===== src/rtl/hpe_pkg.sv =====
// ---------------------------------------------------------------------------
// hpe_pkg: shared types and constants of the Horner polynomial evaluator
//
// Holds the register map, the reset values of the coefficient registers and
// the configuration bundle that the register file hands to the datapath.
// ---------------------------------------------------------------------------
package hpe_pkg;

	// Default values for the top-level parameters.
	localparam int DEF_DATA_WIDTH = 32;
	localparam int DEF_FRAC_BITS  = 16;
	localparam int DEF_MAX_DEGREE = 6;

	// Fixed widths of the ports and registers.
	localparam int SAMPLE_WIDTH   = 32;
	localparam int COEF_WIDTH     = 32;
	localparam int NUM_COEFS      = 7;
	localparam int DEG_WIDTH      = 3;
	localparam int CFG_IDX_WIDTH  = 3;
	localparam int CFG_DATA_WIDTH = 32;

	typedef logic [DEG_WIDTH-1:0]          degree_t;
	typedef logic signed [COEF_WIDTH-1:0]  coef_t;
	typedef logic signed [SAMPLE_WIDTH-1:0] sample_t;
	typedef coef_t [NUM_COEFS-1:0]         coef_arr_t;

	// Register map.
	localparam logic [CFG_IDX_WIDTH-1:0] REG_DEGREE = 3'd0;
	localparam logic [CFG_IDX_WIDTH-1:0] REG_COEF0  = 3'd1;

	// Reset gives the constant polynomial 1.0 in Q16.16.
	localparam coef_t     COEF0_RESET = 32'sd65536;
	localparam coef_arr_t COEFS_RESET =
		coef_arr_t'({{((NUM_COEFS - 1) * COEF_WIDTH){1'b0}}, COEF0_RESET});

	// Configuration as seen by the datapath; degree is already limited.
	typedef struct packed {
		degree_t   degree;
		coef_arr_t coefs;
	} cfg_t;

endpackage


===== src/rtl/hpe_cfg_regs.sv =====
// ---------------------------------------------------------------------------
// hpe_cfg_regs: configuration register file
//
// Holds the degree and the seven coefficients, written through a plain write
// port, and presents the degree limited to the largest supported degree.
// ---------------------------------------------------------------------------
module hpe_cfg_regs #(
	parameter int MAX_DEGREE = hpe_pkg::DEF_MAX_DEGREE
) (
	input  logic                               clk,
	input  logic                               arst_n,
	input  logic                               cfg_wr_en,
	input  logic [hpe_pkg::CFG_IDX_WIDTH-1:0]  cfg_index,
	input  logic [hpe_pkg::CFG_DATA_WIDTH-1:0] cfg_data,
	output hpe_pkg::cfg_t                      cfg
);
	import hpe_pkg::*;

	localparam degree_t DEG_LIMIT = DEG_WIDTH'(MAX_DEGREE);

	degree_t   degree_q;
	coef_arr_t coef_q;

	// Register writes; index zero is the degree, the rest are coefficients.
	always_ff @(posedge clk or negedge arst_n) begin
		if (!arst_n) begin
			degree_q <= '0;
			coef_q   <= COEFS_RESET;
		end else if (cfg_wr_en) begin
			if (cfg_index == REG_DEGREE) begin
				degree_q <= cfg_data[DEG_WIDTH-1:0];
			end else begin
				coef_q[cfg_index - REG_COEF0] <= coef_t'(cfg_data);
			end
		end
	end

	// A degree above the supported maximum is treated as the maximum.
	always_comb begin
		cfg.degree = (degree_q > DEG_LIMIT) ? DEG_LIMIT : degree_q;
		cfg.coefs  = coef_q;
	end

endmodule


===== config.mk =====
export PLATFORM = sky130hd
export DESIGN_NAME = hpe_cfg_regs
export DESIGN_NICKNAME = d
export VERILOG_FILES = /design/src/rtl/hpe_pkg.sv /design/src/rtl/hpe_cfg_regs.sv
export SDC_FILE = /design/constraint.sdc
export NUM_CORES = 1
export LEC_CHECK = 0
export BUFFER_PORTS_ARGS = -buffer_cell sky130_fd_sc_hd__buf_2
export CAP_MARGIN = 20
export CORE_ASPECT_RATIO = 0.75
export CORE_MARGIN = 10
export CORE_UTILIZATION = 51
export CTS_BUF_LIST = sky130_fd_sc_hd__clkbuf_16
export DETAILED_ROUTE_END_ITERATION = 8
export PLACE_DENSITY = 0.8
export SKIP_CTS_REPAIR_TIMING = 1
export SYNTH_ARGS = -nofsm -noshare
export SYNTH_HDL_FRONTEND = slang
export SYNTH_SLANG_ARGS = --single-unit

===== constraint.sdc =====
create_clock -name clk -period 1 [get_ports clk]
set_input_delay 0.15 -clock clk [delete_from_list [all_inputs] [get_ports clk]]
set_output_delay 0.15 -clock clk [all_outputs]
set_load 0.1 [all_outputs]

==> flow_summary.ini, run 1 <==
[die]
dieWidth_um = 170
io_pins = 265
initial_core_util_pct = 52.8
fp.dieH_um = 132
rows = 40

[clocking]
cts.sinks = 227
cts_max_level = 1
cts_root_buf = clkbuf_16
clock_path_buffers = 3
numCtsBuffers = 22

[outcome]
status = did not finish
lastStage = global routing (5_1_grt)
error_line = [ERROR DPL-0038] Utilization greater than 100%, impossible to legalize

[synthesis]
synth.avg_cell_area_um2 = 17.1
synth_common_cells = 226 x dfrtp_1, 115 x mux2_2, 112 x mux2_1
synth_cell_type_count = 22
synth_edf_count = 0
seq_area_frac_synth_pct = 66.4
ys_ff_latch = 227
synth_nets = 539
synthFlopType = dfrtp_1
ys_warn_count = 0
netlist_top_cells_area = dfrtp_1 66%, mux2_2 15%, mux2_1 15%
synth.most_common_cell = dfrtp_1
synth.top_cell.area_share_pct = 66.1
netlist_area_um2 = 8550
synthArstFlopShare_pct = 100
yosysTopAreaCell = dfrtp_1
synthCells = 499

[placement]
placed_area_um2 = 14200
dpl.hpwl_um = 22200
port_buffers = 264
place_congestion = 0.789

[timing]
grt_repair_worst_endpoint = cfg[224]
endpoint_type = primary output

[global_route]
grt_max_degree = 35
## logic make-up after synthesis
kind of cell    Yosys count  synth area share (%)
compound gates            8                 0.848
simple gates              9                 0.848
flops                   227                  66.4
fa+ha+maj                 2                 0.292
buf+inv                  26                  1.71
mux                     227                  29.9
## per-stage QoR
stage	cells	setup WS [ns]	setup TNS [ns]
3_3_place_gp	986	-0.815	-164.96
2_1_floorplan	499	-0.490	-102.07
3_5_place_dp	986	-0.906	-178.53
4_1_cts	1026	-0.497	-135.93
==> inputs of run 2 (changes only) <==
- CORE_ASPECT_RATIO: 0.75 -> default
- CORE_UTILIZATION: 51 -> 40
- CTS_BUF_LIST: sky130_fd_sc_hd__clkbuf_16 -> default
- PLACE_DENSITY: 0.8 -> default
- PLACE_DENSITY_LB_ADDON: default -> 0.15
==> flow_summary.ini, run 2 <==
[outcome]
status = complete, but fails checks
violations = negative hold slack, negative setup slack

[synthesis]
netlist_area_um2 = 8550
synth.avg_cell_area_um2 = 17.1
synth.top_cell.area_share_pct = 66.1
yosysTopAreaCell = dfrtp_1
synth_edf_count = 0
synth_common_cells = 226 x dfrtp_1, 115 x mux2_2, 112 x mux2_1
synth.most_common_cell = dfrtp_1
synthFlopType = dfrtp_1
ys_ff_latch = 227
synth_cell_type_count = 22
synthArstFlopShare_pct = 100
seq_area_frac_synth_pct = 66.4
synth_nets = 539
netlist_top_cells_area = dfrtp_1 66%, mux2_2 15%, mux2_1 15%
synthCells = 499
ys_warn_count = 0

[global_route]
antenna_found_initial = 2
grt.total_usage_pct = 18.1
grt_max_degree = 82
grt_pass1_vias = 6234
overflow = 0
grt_first_pass_wirelength_um = 39700

[timing]
period_share_pct = 145
final_hold_viol_count = 5
slew_violations = 0
worst_pin_slew_ns = 0.433
fin_skew_ns = 0
relSlewSlack_pct = 71.1
max_freq_mhz = 688
finalWorstSetupSlack_ns = -0.453
period_needed_ns = 1.45
rsz0062_at_grt = yes
hold-worst-slack_ns = -0.0110
setup_viol = 441

[hold_path]
worstHoldPathCells = 2
min_path_type = primary input to register
hp-start = cfg_data[1]
min_to = cfg[65]$_DFFE_PN0P_

[die]
io_pins = 265
fp.dieH_um = 166
core-area_um2 = 21000
dieArea_um2 = 27600
initial_core_util_pct = 40.7
rows = 53
dieWidth_um = 166

[clocking]
insertion_delay_ns = 0.51
cts.clk_slew.worst_paths_ns = 0.06
numCtsBuffers = 24
clock_path_buffers = 3
cts.sinks = 227
cts_max_level = 1
cts_tree = done
cts_root_buf = clkbuf_16

[setup_path]
reg2reg_to = cfg[148]$_DFFE_PN0P_
ff2ff_setup_slack_ns = 0.09
reg2reg_depth = 1
worst-setup-path-type = register to output pin
cp_max_fo = 3
cp-end-kind = output pin
timing.rr.start = cfg[148]$_DFFE_PN0P_
cp.arrival_ns = 1.30
required_ns = 0.85
start_kind = register

[placement]
placed_cells = 1042
place_congestion = 0.755
dpl.hpwl_um = 19500
port_buffers = 264

[drt]
dr.pass1.iters = 4
via_per_inst = 4.93
wirelength_um = 27300
drc = 0
initialDrtViolationCount = 125
vias = 5561
wl_per_cell_um = 24.1
ant_nets = 0

[cells_and_area]
num-fill-cells = 1173
final_util_pct = 74.8
drive_gt1_share_pct = 80.9
final_cell_mix = 248 x buf_12, 193 x dfrtp_2, 114 x mux2_2
final_common_cell = buf_12
area_delta_synth_final_pct = 83.7
fin_cells = 1129
nNetsFinal = 874
largest_reg_flops = 224

[run]
drv_cap = 0
-- run 2: worst max-delay path by stage --
stage                       startpoint                   end
2_1_floorplan             cfg_index[1]  cfg[161]$_DFFE_PN0P_
3_3_place_gp              cfg_index[1]  cfg[178]$_DFFE_PN0P_
3_5_place_dp              cfg_index[1]  cfg[222]$_DFFE_PN0P_
4_1_cts        degree_q[2]$_DFFE_PN0P_              cfg[224]
5_1_grt        degree_q[2]$_DFFE_PN0P_              cfg[224]
6_report       degree_q[1]$_DFFE_PN0P_              cfg[224]
-- run 2: cells by family after synthesis --
logic type	share of synthesized area, %
adder cells (fa/ha/maj)	0.292
buffers and inverters	1.71
AO/OA/AOI/OAI	0.848
flip-flops	66.4
multiplexers	29.9
AND/OR/NAND/NOR	0.848
-- run 2: metrics by stage --
| step | setup TNS, ns | cell area [um2] | worst slack (ns) | hold slack [ns] |
|---|---|---|---|---|
| floorplan | -102.07 | 8910 | -0.490 | -0.146 |
| global placement | -162.52 | 14200 | -0.802 | 0.182 |
| detailed placement | -171.15 | 14200 | -0.866 | 0.194 |
| CTS | -113.42 | 15000 | -0.490 | -0.347 |
| global route | -94.13 | 15700 | -0.508 | 0.00343 |
| finish | -81.56 | 15700 | -0.453 | -0.0110 |
-- run 2: layer usage --
layer	vias to the layer above	GRT usage (%)	share of wire, %
met5	-	0	0
met4	0	3.28	1.3
met3	24	7.97	9.1
met2	183	32.4	52
met1	2892	19.6	37
li1	2462	-	-
-- run 2: layout make-up --
class / count / area [um2] / area share, %
Sequential cell: 227 / 5920 / 37.7
Tap cell: 275 / 344 / 2.19
Clock buffer: 42 / 749 / 4.77
Inverter: 2 / 20.0 / 0.127
Clock inverter: 2 / 13.8 / 0.0876
Timing Repair Buffer: 333 / 5740 / 36.5
Antenna cell: 2 / 5.00 / 0.0318
Multi-Input combinational cell: 246 / 2920 / 18.6
-- run 2: worst max-delay path, stage by stage (launching register included) --
cell and delay [ns]:
dfrtp_1 0.40, a21boi_2 0.19, buf_12 0.20
Power of run 2 is left out: the tool's default activity adds up to more than one toggle a clock period on the data nets, which glitch-free logic cannot reach.
==> inputs of run 3 (changes only) <==
- REMOVE_ABC_BUFFERS: default -> 1
==> flow_summary.ini, run 3 (synthesis gave the netlist of run 2 again) <==
[die]
io_pins = 265
dieWidth_um = 166
dieArea_um2 = 27600
rows = 53
fp.dieH_um = 166
initial_core_util_pct = 40.7
core-area_um2 = 21000

[setup_path]
worst-setup-path-type = register to output pin
required_ns = 0.85
cp.arrival_ns = 1.36
cp_max_fo = 2
start_kind = register
cp-end-kind = output pin

[outcome]
violations = negative hold slack, negative setup slack
status = complete, but fails checks

[cells_and_area]
antenna_cells = 0
multi_input_area_um2 = 2920
drive_gt1_share_pct = 59.6
final_util_pct = 75.1
final_area_um2 = 15800
nNetsFinal = 893
num-fill-cells = 1197
fin_cells = 1147
final_cell_mix = 250 x buf_12, 226 x dfrtp_1, 115 x mux2_2
area_delta_synth_final_pct = 84.6
final_common_cell = buf_12
largest_reg_flops = 224
register_area_um2 = 5680

[drt]
wl_met3_um = 2640
dr.pass1.iters = 4
vias = 5672
met1_length_um = 10600
wirelength_um = 27900
drc = 0
initialDrtViolationCount = 145
met2_length_um = 14300
via_per_inst = 4.95
highest_layer = met4
wl_per_cell_um = 24.3
ant_nets = 0

[global_route]
grt.total_usage_pct = 18.4
grt_pass1_vias = 6428
antenna_found_initial = 0
grt_first_pass_wirelength_um = 40400
overflow = 0
grt_max_degree = 40

[placement]
place_ws_ns = -0.880
dpl.hpwl_um = 19500
placed_cells = 1051
port_buffers = 264
placed_area_um2 = 14100
place_congestion = 0.764

[clocking]
cts_max_level = 1
numCtsBuffers = 25
cts_root_buf = clkbuf_16
cts.clk_slew.worst_paths_ns = 0.06
cts.sinks = 227
insertion_delay_ns = 0.51
clock_path_buffers = 3
cts_tree = done

[timing]
rsz0062_at_grt = yes
relSlewSlack_pct = 72.2
max_freq_mhz = 664
finalWorstSetupSlack_ns = -0.507
hold-worst-slack_ns = -0.00929
final_hold_viol_count = 1
period_share_pct = 151
worst_pin_slew_ns = 0.417
period_needed_ns = 1.51
setup_viol = 453
fin_skew_ns = 0
slew_violations = 0

[hold_path]
min_path_type = primary input to register

[run]
drv_cap = 0
## run 3: cell count changes in the layout (fill, tap and decap cells not counted), sizes merged
cell         previous run  this run
buf                   297       311
clkbuf                 50        45
bufinv                  0         4
dlygate4sd3            28        32
clkinv                  2         4
diode                   2         0
inv                     2         3
## run 3: layout make-up
| cell class | instances | area share [%] |
|---|---|---|
| multi-input cells | 246 | 18.5 |
| clock buffers | 37 | 4.69 |
| inverters | 2 | 0.127 |
| clock inverters | 9 | 0.943 |
| repair buffers | 351 | 37.6 |
| flip-flops and latches | 227 | 36.0 |
| well taps | 275 | 2.18 |
## run 3: stage by stage
step                hold WS (ns)  setup TNS [ns]
finish                  -0.00929          -97.07
global placement           0.117         -176.58
global route             0.00294         -110.69
detailed placement         0.115         -186.47
floorplan                 -0.146         -248.77
CTS                       -0.437         -129.40
## run 3: final timing paths
path	startpoint	endpoint	slack [ns]	cells after the start
setup / recovery	degree_q[1]$_DFFE_PN0P_	cfg[224]	-0.51	3
hold / removal	cfg_data[7]	cfg[135]$_DFFE_PN0P_	-0.009	2
setup reg to reg	degree_q[2]$_DFFE_PN0P_	degree_q[2]$_DFFE_PN0P_	-0.05	3
hold reg to reg	degree_q[0]$_DFFE_PN0P_	degree_q[0]$_DFFE_PN0P_	0.52	1
max in group asynchronous	arst_n	cfg[108]$_DFFE_PN0P_	0.29	3
min in group asynchronous	arst_n	cfg[22]$_DFFE_PN0P_	0.16	2
## run 3: layer usage
layer	vias up	global-route usage, %
met2	197	31.3
li1	2487	-
met5	-	0
met4	0	3.86
met1	2964	20.7
met3	24	8.66
## run 3: worst max-delay path, stage by stage, from the launching register on
cell and delay, ns:
dfrtp_1 0.39, a21boi_2 0.16, buf_4 0.13, buf_12 0.16
Power of run 3 is left out for the same reason.
