### config.mk
export PLATFORM = sky130hd
export DESIGN_NAME = hpe_horner_step
export DESIGN_NICKNAME = d
export VERILOG_FILES = /design/src/rtl/hpe_pkg.sv /design/src/rtl/hpe_horner_step.sv
export SDC_FILE = /design/constraint.sdc
export NUM_CORES = 2
export LEC_CHECK = 0
export ABC_CLOCK_PERIOD_IN_PS = 10500
export CORE_ASPECT_RATIO = 0.8
export CORE_UTILIZATION = 40
export CTS_CLUSTER_SIZE = 8
export DETAILED_ROUTE_END_ITERATION = 7
export DONT_BUFFER_PORTS = 1
export GPL_TIMING_DRIVEN = 0
export SLEW_MARGIN = 20
export SYNTH_ARGS = -nofsm -noshare
export SYNTH_HDL_FRONTEND = slang
export SYNTH_SLANG_ARGS = --single-unit
### constraint.sdc
create_clock -name clk -period 10.5 [get_ports clk]
set_input_delay 0.525 -clock clk [delete_from_list [all_inputs] [get_ports clk]]
set_output_delay 0.525 -clock clk [all_outputs]
set_load 0.02 [all_outputs]
### src/rtl/hpe_pkg.sv
// ---------------------------------------------------------------------------
// hpe_pkg: shared types and constants of the Horner polynomial evaluator
//
// Holds the register map, the reset values of the coefficient registers and
// the configuration bundle that the register file hands to the datapath.
// ---------------------------------------------------------------------------
package hpe_pkg;

	// Default values for the top-level parameters.
	localparam int DEF_DATA_WIDTH = 32;
	localparam int DEF_FRAC_BITS  = 16;
	localparam int DEF_MAX_DEGREE = 6;

	// Fixed widths of the ports and registers.
	localparam int SAMPLE_WIDTH   = 32;
	localparam int COEF_WIDTH     = 32;
	localparam int NUM_COEFS      = 7;
	localparam int DEG_WIDTH      = 3;
	localparam int CFG_IDX_WIDTH  = 3;
	localparam int CFG_DATA_WIDTH = 32;

	typedef logic [DEG_WIDTH-1:0]          degree_t;
	typedef logic signed [COEF_WIDTH-1:0]  coef_t;
	typedef logic signed [SAMPLE_WIDTH-1:0] sample_t;
	typedef coef_t [NUM_COEFS-1:0]         coef_arr_t;

	// Register map.
	localparam logic [CFG_IDX_WIDTH-1:0] REG_DEGREE = 3'd0;
	localparam logic [CFG_IDX_WIDTH-1:0] REG_COEF0  = 3'd1;

	// Reset gives the constant polynomial 1.0 in Q16.16.
	localparam coef_t     COEF0_RESET = 32'sd65536;
	localparam coef_arr_t COEFS_RESET =
		coef_arr_t'({{((NUM_COEFS - 1) * COEF_WIDTH){1'b0}}, COEF0_RESET});

	// Configuration as seen by the datapath; degree is already limited.
	typedef struct packed {
		degree_t   degree;
		coef_arr_t coefs;
	} cfg_t;

endpackage

### src/rtl/hpe_horner_step.sv
// ---------------------------------------------------------------------------
// hpe_horner_step: one Horner iteration in three pipeline stages
//
// Stage 1 forms two partial products of acc * x, stage 2 joins them, rounds
// to nearest and saturates, stage 3 adds the coefficient and saturates. When
// the coefficient index is not below the degree the word passes unchanged.
// ---------------------------------------------------------------------------
module hpe_horner_step #(
	parameter int DATA_WIDTH = hpe_pkg::DEF_DATA_WIDTH,
	parameter int FRAC_BITS  = hpe_pkg::DEF_FRAC_BITS,
	parameter int COEF_IDX   = 0
) (
	input  logic                         clk,
	input  logic                         arst_n,
	input  hpe_pkg::degree_t             degree,
	input  hpe_pkg::coef_t               coef,
	input  logic                         up_valid,
	output logic                         up_ready,
	input  hpe_pkg::sample_t             up_x,
	input  logic signed [DATA_WIDTH-1:0] up_acc,
	input  logic                         up_flag,
	output logic                         dn_valid,
	input  logic                         dn_ready,
	output hpe_pkg::sample_t             dn_x,
	output logic signed [DATA_WIDTH-1:0] dn_acc,
	output logic                         dn_flag
);
	import hpe_pkg::*;

	localparam int LW  = DATA_WIDTH / 2;
	localparam int HW  = DATA_WIDTH - LW;
	localparam int PLW = LW + 1 + SAMPLE_WIDTH;
	localparam int PHW = HW + SAMPLE_WIDTH;
	localparam int PW  = DATA_WIDTH + SAMPLE_WIDTH + 1;
	localparam int SW  = ((DATA_WIDTH > COEF_WIDTH) ? DATA_WIDTH : COEF_WIDTH) + 1;

	localparam logic [PW-1:0] ONE_P = PW'(1);
	localparam logic [PW-1:0] HALF  = (ONE_P << FRAC_BITS) >> 1;
	localparam logic signed [DATA_WIDTH-1:0] ACC_MAX = {1'b0, {(DATA_WIDTH-1){1'b1}}};
	localparam logic signed [DATA_WIDTH-1:0] ACC_MIN = {1'b1, {(DATA_WIDTH-1){1'b0}}};

	logic active;

	// Stage 1 registers.
	logic                         v_s1;
	sample_t                      x_s1;
	logic signed [DATA_WIDTH-1:0] acc_s1;
	logic                         flag_s1;
	logic                         act_s1;
	logic signed [PLW-1:0]        plo_s1;
	logic signed [PHW-1:0]        phi_s1;

	// Stage 2 registers.
	logic                         v_s2;
	sample_t                      x_s2;
	logic signed [DATA_WIDTH-1:0] q_s2;
	logic                         flag_s2;
	logic                         act_s2;

	// Stage 3 registers.
	logic                         v_s3;
	sample_t                      x_s3;
	logic signed [DATA_WIDTH-1:0] acc_s3;
	logic                         flag_s3;

	logic rdy1, rdy2, rdy3;

	logic signed [PLW-1:0]        prod_lo;
	logic signed [PHW-1:0]        prod_hi;
	logic signed [PW-1:0]         p_full;
	logic signed [PW-1:0]         p_rnd;
	logic                         p_fits;
	logic signed [DATA_WIDTH-1:0] p_sat;
	logic signed [SW-1:0]         sum;
	logic                         sum_fits;
	logic signed [DATA_WIDTH-1:0] sum_sat;

	// This step runs only when its coefficient lies below the degree.
	assign active = (degree > DEG_WIDTH'(COEF_IDX));

	// Each stage moves when it is empty or the next stage moves.
	assign rdy3     = !v_s3 || dn_ready;
	assign rdy2     = !v_s2 || rdy3;
	assign rdy1     = !v_s1 || rdy2;
	assign up_ready = rdy1;

	// Partial products: unsigned low half and signed high half of acc.
	always_comb begin
		prod_lo = $signed({1'b0, up_acc[LW-1:0]}) * up_x;
		prod_hi = $signed(up_acc[DATA_WIDTH-1:LW]) * up_x;
	end

	// Join, round half up, shift down and saturate to the accumulator width.
	always_comb begin
		p_full = (PW'(phi_s1) <<< LW) + PW'(plo_s1) + $signed(HALF);
		p_rnd  = p_full >>> FRAC_BITS;
		p_fits = (&p_rnd[PW-1:DATA_WIDTH-1]) || !(|p_rnd[PW-1:DATA_WIDTH-1]);
		if (p_fits) begin
			p_sat = p_rnd[DATA_WIDTH-1:0];
		end else begin
			p_sat = p_rnd[PW-1] ? ACC_MIN : ACC_MAX;
		end
	end

	// Add the coefficient and saturate.
	always_comb begin
		sum      = SW'(q_s2) + SW'(coef);
		sum_fits = (&sum[SW-1:DATA_WIDTH-1]) || !(|sum[SW-1:DATA_WIDTH-1]);
		if (sum_fits) begin
			sum_sat = sum[DATA_WIDTH-1:0];
		end else begin
			sum_sat = sum[SW-1] ? ACC_MIN : ACC_MAX;
		end
	end

	// Valid bits.
	always_ff @(posedge clk or negedge arst_n) begin
		if (!arst_n) begin
			v_s1 <= 1'b0;
			v_s2 <= 1'b0;
			v_s3 <= 1'b0;
		end else begin
			if (rdy1) begin
				v_s1 <= up_valid;
			end
			if (rdy2) begin
				v_s2 <= v_s1;
			end
			if (rdy3) begin
				v_s3 <= v_s2;
			end
		end
	end

	// Payload registers.
	always_ff @(posedge clk) begin
		if (rdy1) begin
			x_s1    <= up_x;
			acc_s1  <= up_acc;
			flag_s1 <= up_flag;
			act_s1  <= active;
			plo_s1  <= prod_lo;
			phi_s1  <= prod_hi;
		end
		if (rdy2) begin
			x_s2    <= x_s1;
			q_s2    <= act_s1 ? p_sat : acc_s1;
			flag_s2 <= flag_s1 || (act_s1 && !p_fits);
			act_s2  <= act_s1;
		end
		if (rdy3) begin
			x_s3    <= x_s2;
			acc_s3  <= act_s2 ? sum_sat : q_s2;
			flag_s3 <= flag_s2 || (act_s2 && !sum_fits);
		end
	end

	assign dn_valid = v_s3;
	assign dn_x     = x_s3;
	assign dn_acc   = acc_s3;
	assign dn_flag  = flag_s3;

	// A held last stage keeps its word.
	a_hold_s3: assert property (@(posedge clk) disable iff (!arst_n)
		v_s3 && !dn_ready |=> v_s3 && $stable(acc_s3) && $stable(flag_s3))
		else $error("stalled accumulator word changed");

endmodule

==> metrics <==
run status completed; H-Tree Level Count 2; area fraction of the dominant cell type after synthesis 39.6%; total wire length after detailed routing about 160000 um; pin count of the biggest net entering global routing 50; final clock period utilization by the worst path between 70% and 80%; count of standard-cell rows 114; Post-Syn Instances about 5100; asr flop ratio synth 1.06%; global-route usage over all layers 25.5%; total via count after detailed routing roughly 36000; area of the core region roughly 120000 um^2; cell with the most instances after synthesis sky130_fd_sc_hd__inv_1; tightest slew margin relative to the limit roughly 17%; Resized Gates After CTS 0; register bit total from synthesis roughly 280; share of layout cells above drive strength 1 between 2 and 3%; top flip-flop cell by instance count after synthesis sky130_fd_sc_hd__edfxtp_1; Critical Path Source Type input pin; Clock Sink Count 282; critical path class in2reg; number of library cell types mapped by synthesis 84; Final #Nets 6561; CP Data Arrival Time about 8 ns; worst-margin pin slew between 1 and 1.5 ns; area growth from synthesis to layout 7.45%; crit path capture type register; total negative slack 0 ns; antenna-violating nets left 0; number of violations of the max-capacitance limit 0; I/O Pins 171; HPWL after detailed placement 132000 um; die area about 120000 um^2; CTS tree built; total global routing overflow 0; I/O Buffers 0; share of the yosys chip area belonging to registers 17.2%; class of the tightest hold or removal check in2reg; maximum fanout encountered on the critical timing path 10; post-synthesis instance area roughly 50000 um^2; average wire length per cell after detail routing ~23 um; cell taking the most area after synthesis sky130_fd_sc_hd__fa_1; per-instance average area after synthesis 9.64 um^2; fmax 129 MHz; first-pass GRT wire length around 230000 um; final hold viol count 0; first-pass detailed-route iteration total 6; clock latency on the worst-skew pair approximately 0.58 ns; count of flip-flops with a built-in enable after synthesis 279; Clock Skew around 0.032 ns; cell chosen for the clock root sky130_fd_sc_hd__clkbuf_16; number of buffers created by CTS 42; count of routing violations after the opening detailed-route iteration approximately 3100; required time reported for the critical path endpoint around 11 ns; Finished Cell Area around 53000 um^2; Die Width between 300 and 400 um; number of buffers on the longest clock path 3; post-route DRC violation count 0; RSZ-0062 raised after global routing false; min cycle time layout slightly below 8 ns; vias in the first global route between 30000 and 40000; post-synth net total ~6500; routed via count divided by cell count a little over 5; Routability Congestion a little over 1; number of warnings printed during yosys synthesis 0; clock-pin transition on the worst setup and hold timing paths about 0.05 ns; starting density of the core approximately two fifths; placed inst area roughly 52000 um^2; number of antenna violations at the first check in global routing 29; Chip Height around 320 um; final setup violating endpoints 0; leading post-synthesis cells by cell area sky130_fd_sc_hd__fa_1 40%, sky130_fd_sc_hd__edfxtp_1 17%, sky130_fd_sc_hd__inv_1 9.0%, sky130_fd_sc_hd__ha_1 7.9%, sky130_fd_sc_hd__nand2_1 5.4%; number of max-slew violations in the final report 0; leading post-synthesis cells by instance count 1186 x sky130_fd_sc_hd__inv_1, 975 x sky130_fd_sc_hd__fa_1, 704 x sky130_fd_sc_hd__nand2_1
==> kinds of logic (layout without fill, tap and decap cells) <==
logic type,after synthesis,count (layout),share of synthesized area [%]
XOR/XNOR,152,152,2.70
other,0,31,0
flip-flops,282,282,17.2
AND/OR/NAND/NOR,1432,1432,14.0
multiplexers,8,8,0.175
buffers and inverters,1426,1508,11.2
adder cells (fa/ha/maj),1286,1286,47.5
AO/OA/AOI/OAI,521,521,7.22
==> worst paths after layout <==
| check | startpoint | endpoint | slack (ns) | cells after the start |
|---|---|---|---|---|
| hold / removal | up_flag | flag_s1$_DFFE_PP_ | 0.05 | 0 |
| min in group asynchronous | arst_n | v_s1$_DFFE_PN0P_ | 0.20 | 1 |
| setup / recovery | up_acc[2] | plo_s1[21]$_DFFE_PP_ | 2.73 | 23 |
| setup reg to reg | plo_s1[15]$_DFFE_PP_ | q_s2[24]$_DFFE_PP_ | 5.41 | 15 |
| hold reg to reg | x_s1[13]$_DFFE_PP_ | x_s2[13]$_DFFE_PP_ | 0.41 | 0 |
| max in group asynchronous | arst_n | dn_valid$_DFFE_PN0P_ | 10.15 | 1 |
==> routing by layer <==
metal,vias up,track usage (%),part of all wire [%]
li1,15700,-,-
met2,1662,38.6,43
met1,17900,34.5,42
met4,4,8.52,3.3
met3,258,7.97,12
met5,-,0,0.022
==> layout by cell type (no fill, tap or decap), drive strengths merged, types with 31 or more instances in the layout <==
cell       n
inv     1188
fa       975
nand2    704
and2     399
ha       309
edfxtp   279
clkbuf   269
a21oi    153
nor2     129
xnor2     98
a21o      82
o21ai     81
xor2      54
buf       41
nand2b    37
o221a     33
o21a      32
diode     31
==> what timing repair did <==
item,in CTS,in global routing
hold endpoints to repair,5,0
hold buffers,3,0
setup buffers,0,0
==> registers in the layout, summed over array words and instances, names as in the netlist <==
| name | count |
|---|---|
| v_s1 | 1 |
| plo_s1 | 34 |
| v_s2 | 1 |
| dn_flag | 1 |
| x_s1 | 32 |
| acc_s1 | 32 |
| q_s2 | 32 |
| phi_s1 | 48 |
| flag_s1 | 1 |
| dn_x | 32 |
| act_s1 | 1 |
| x_s2 | 32 |
| dn_valid | 1 |
| act_s2 | 1 |
| flag_s2 | 1 |
| dn_acc | 32 |
==> worst max-delay path, cell delays in order <==
cell	delay (ns)
sky130_fd_sc_hd__clkbuf_1	0.65
sky130_fd_sc_hd__nand2_1	0.18
sky130_fd_sc_hd__fa_1	0.54
sky130_fd_sc_hd__fa_1	0.46
sky130_fd_sc_hd__fa_1	0.56
sky130_fd_sc_hd__inv_1	0.06
sky130_fd_sc_hd__fa_1	0.49
sky130_fd_sc_hd__fa_1	0.49
sky130_fd_sc_hd__inv_1	0.05
sky130_fd_sc_hd__fa_1	0.47
sky130_fd_sc_hd__inv_1	0.04
sky130_fd_sc_hd__ha_1	0.31
sky130_fd_sc_hd__a21o_1	0.21
sky130_fd_sc_hd__nand2_1	0.06
sky130_fd_sc_hd__nand2_1	0.05
sky130_fd_sc_hd__a211oi_1	0.53
sky130_fd_sc_hd__a21boi_0	0.32
sky130_fd_sc_hd__a31oi_1	0.40
sky130_fd_sc_hd__nor2b_1	0.11
sky130_fd_sc_hd__o21ai_0	0.22
sky130_fd_sc_hd__a21boi_0	0.17
sky130_fd_sc_hd__or2_2	0.31
sky130_fd_sc_hd__xor2_1	0.79
==> metrics by stage <==
step	hold WS, ns	setup WS (ns)	std cells	util, %
after detailed placement	0.229	2.30	6750	42.4
after global placement	0.229	0.756	6731	42.2
after global routing	0.0217	2.28	6823	43.5
final	0.0456	2.73	6844	43.6
after CTS	0.00150	2.88	6813	43.5
after floorplan	0.229	3.67	5107	-
==> area by class of cell <==
| type | instances | area (um^2) |
|---|---|---|
| fillers | 11700 | 68500 |
| flip-flops and latches | 282 | 8450 |
| well taps | 1624 | 2030 |
| multi-input cells | 3399 | 35300 |
| inverters | 1187 | 4460 |
| repair buffers | 22 | 275 |
| clock buffers | 54 | 1120 |
| clock inverters | 6 | 119 |
| plain buffers | 239 | 1040 |
| diodes | 31 | 77.6 |
Power is not shown: default switching activity piles up to over one toggle a cycle in this logic, so the estimate is an artifact.
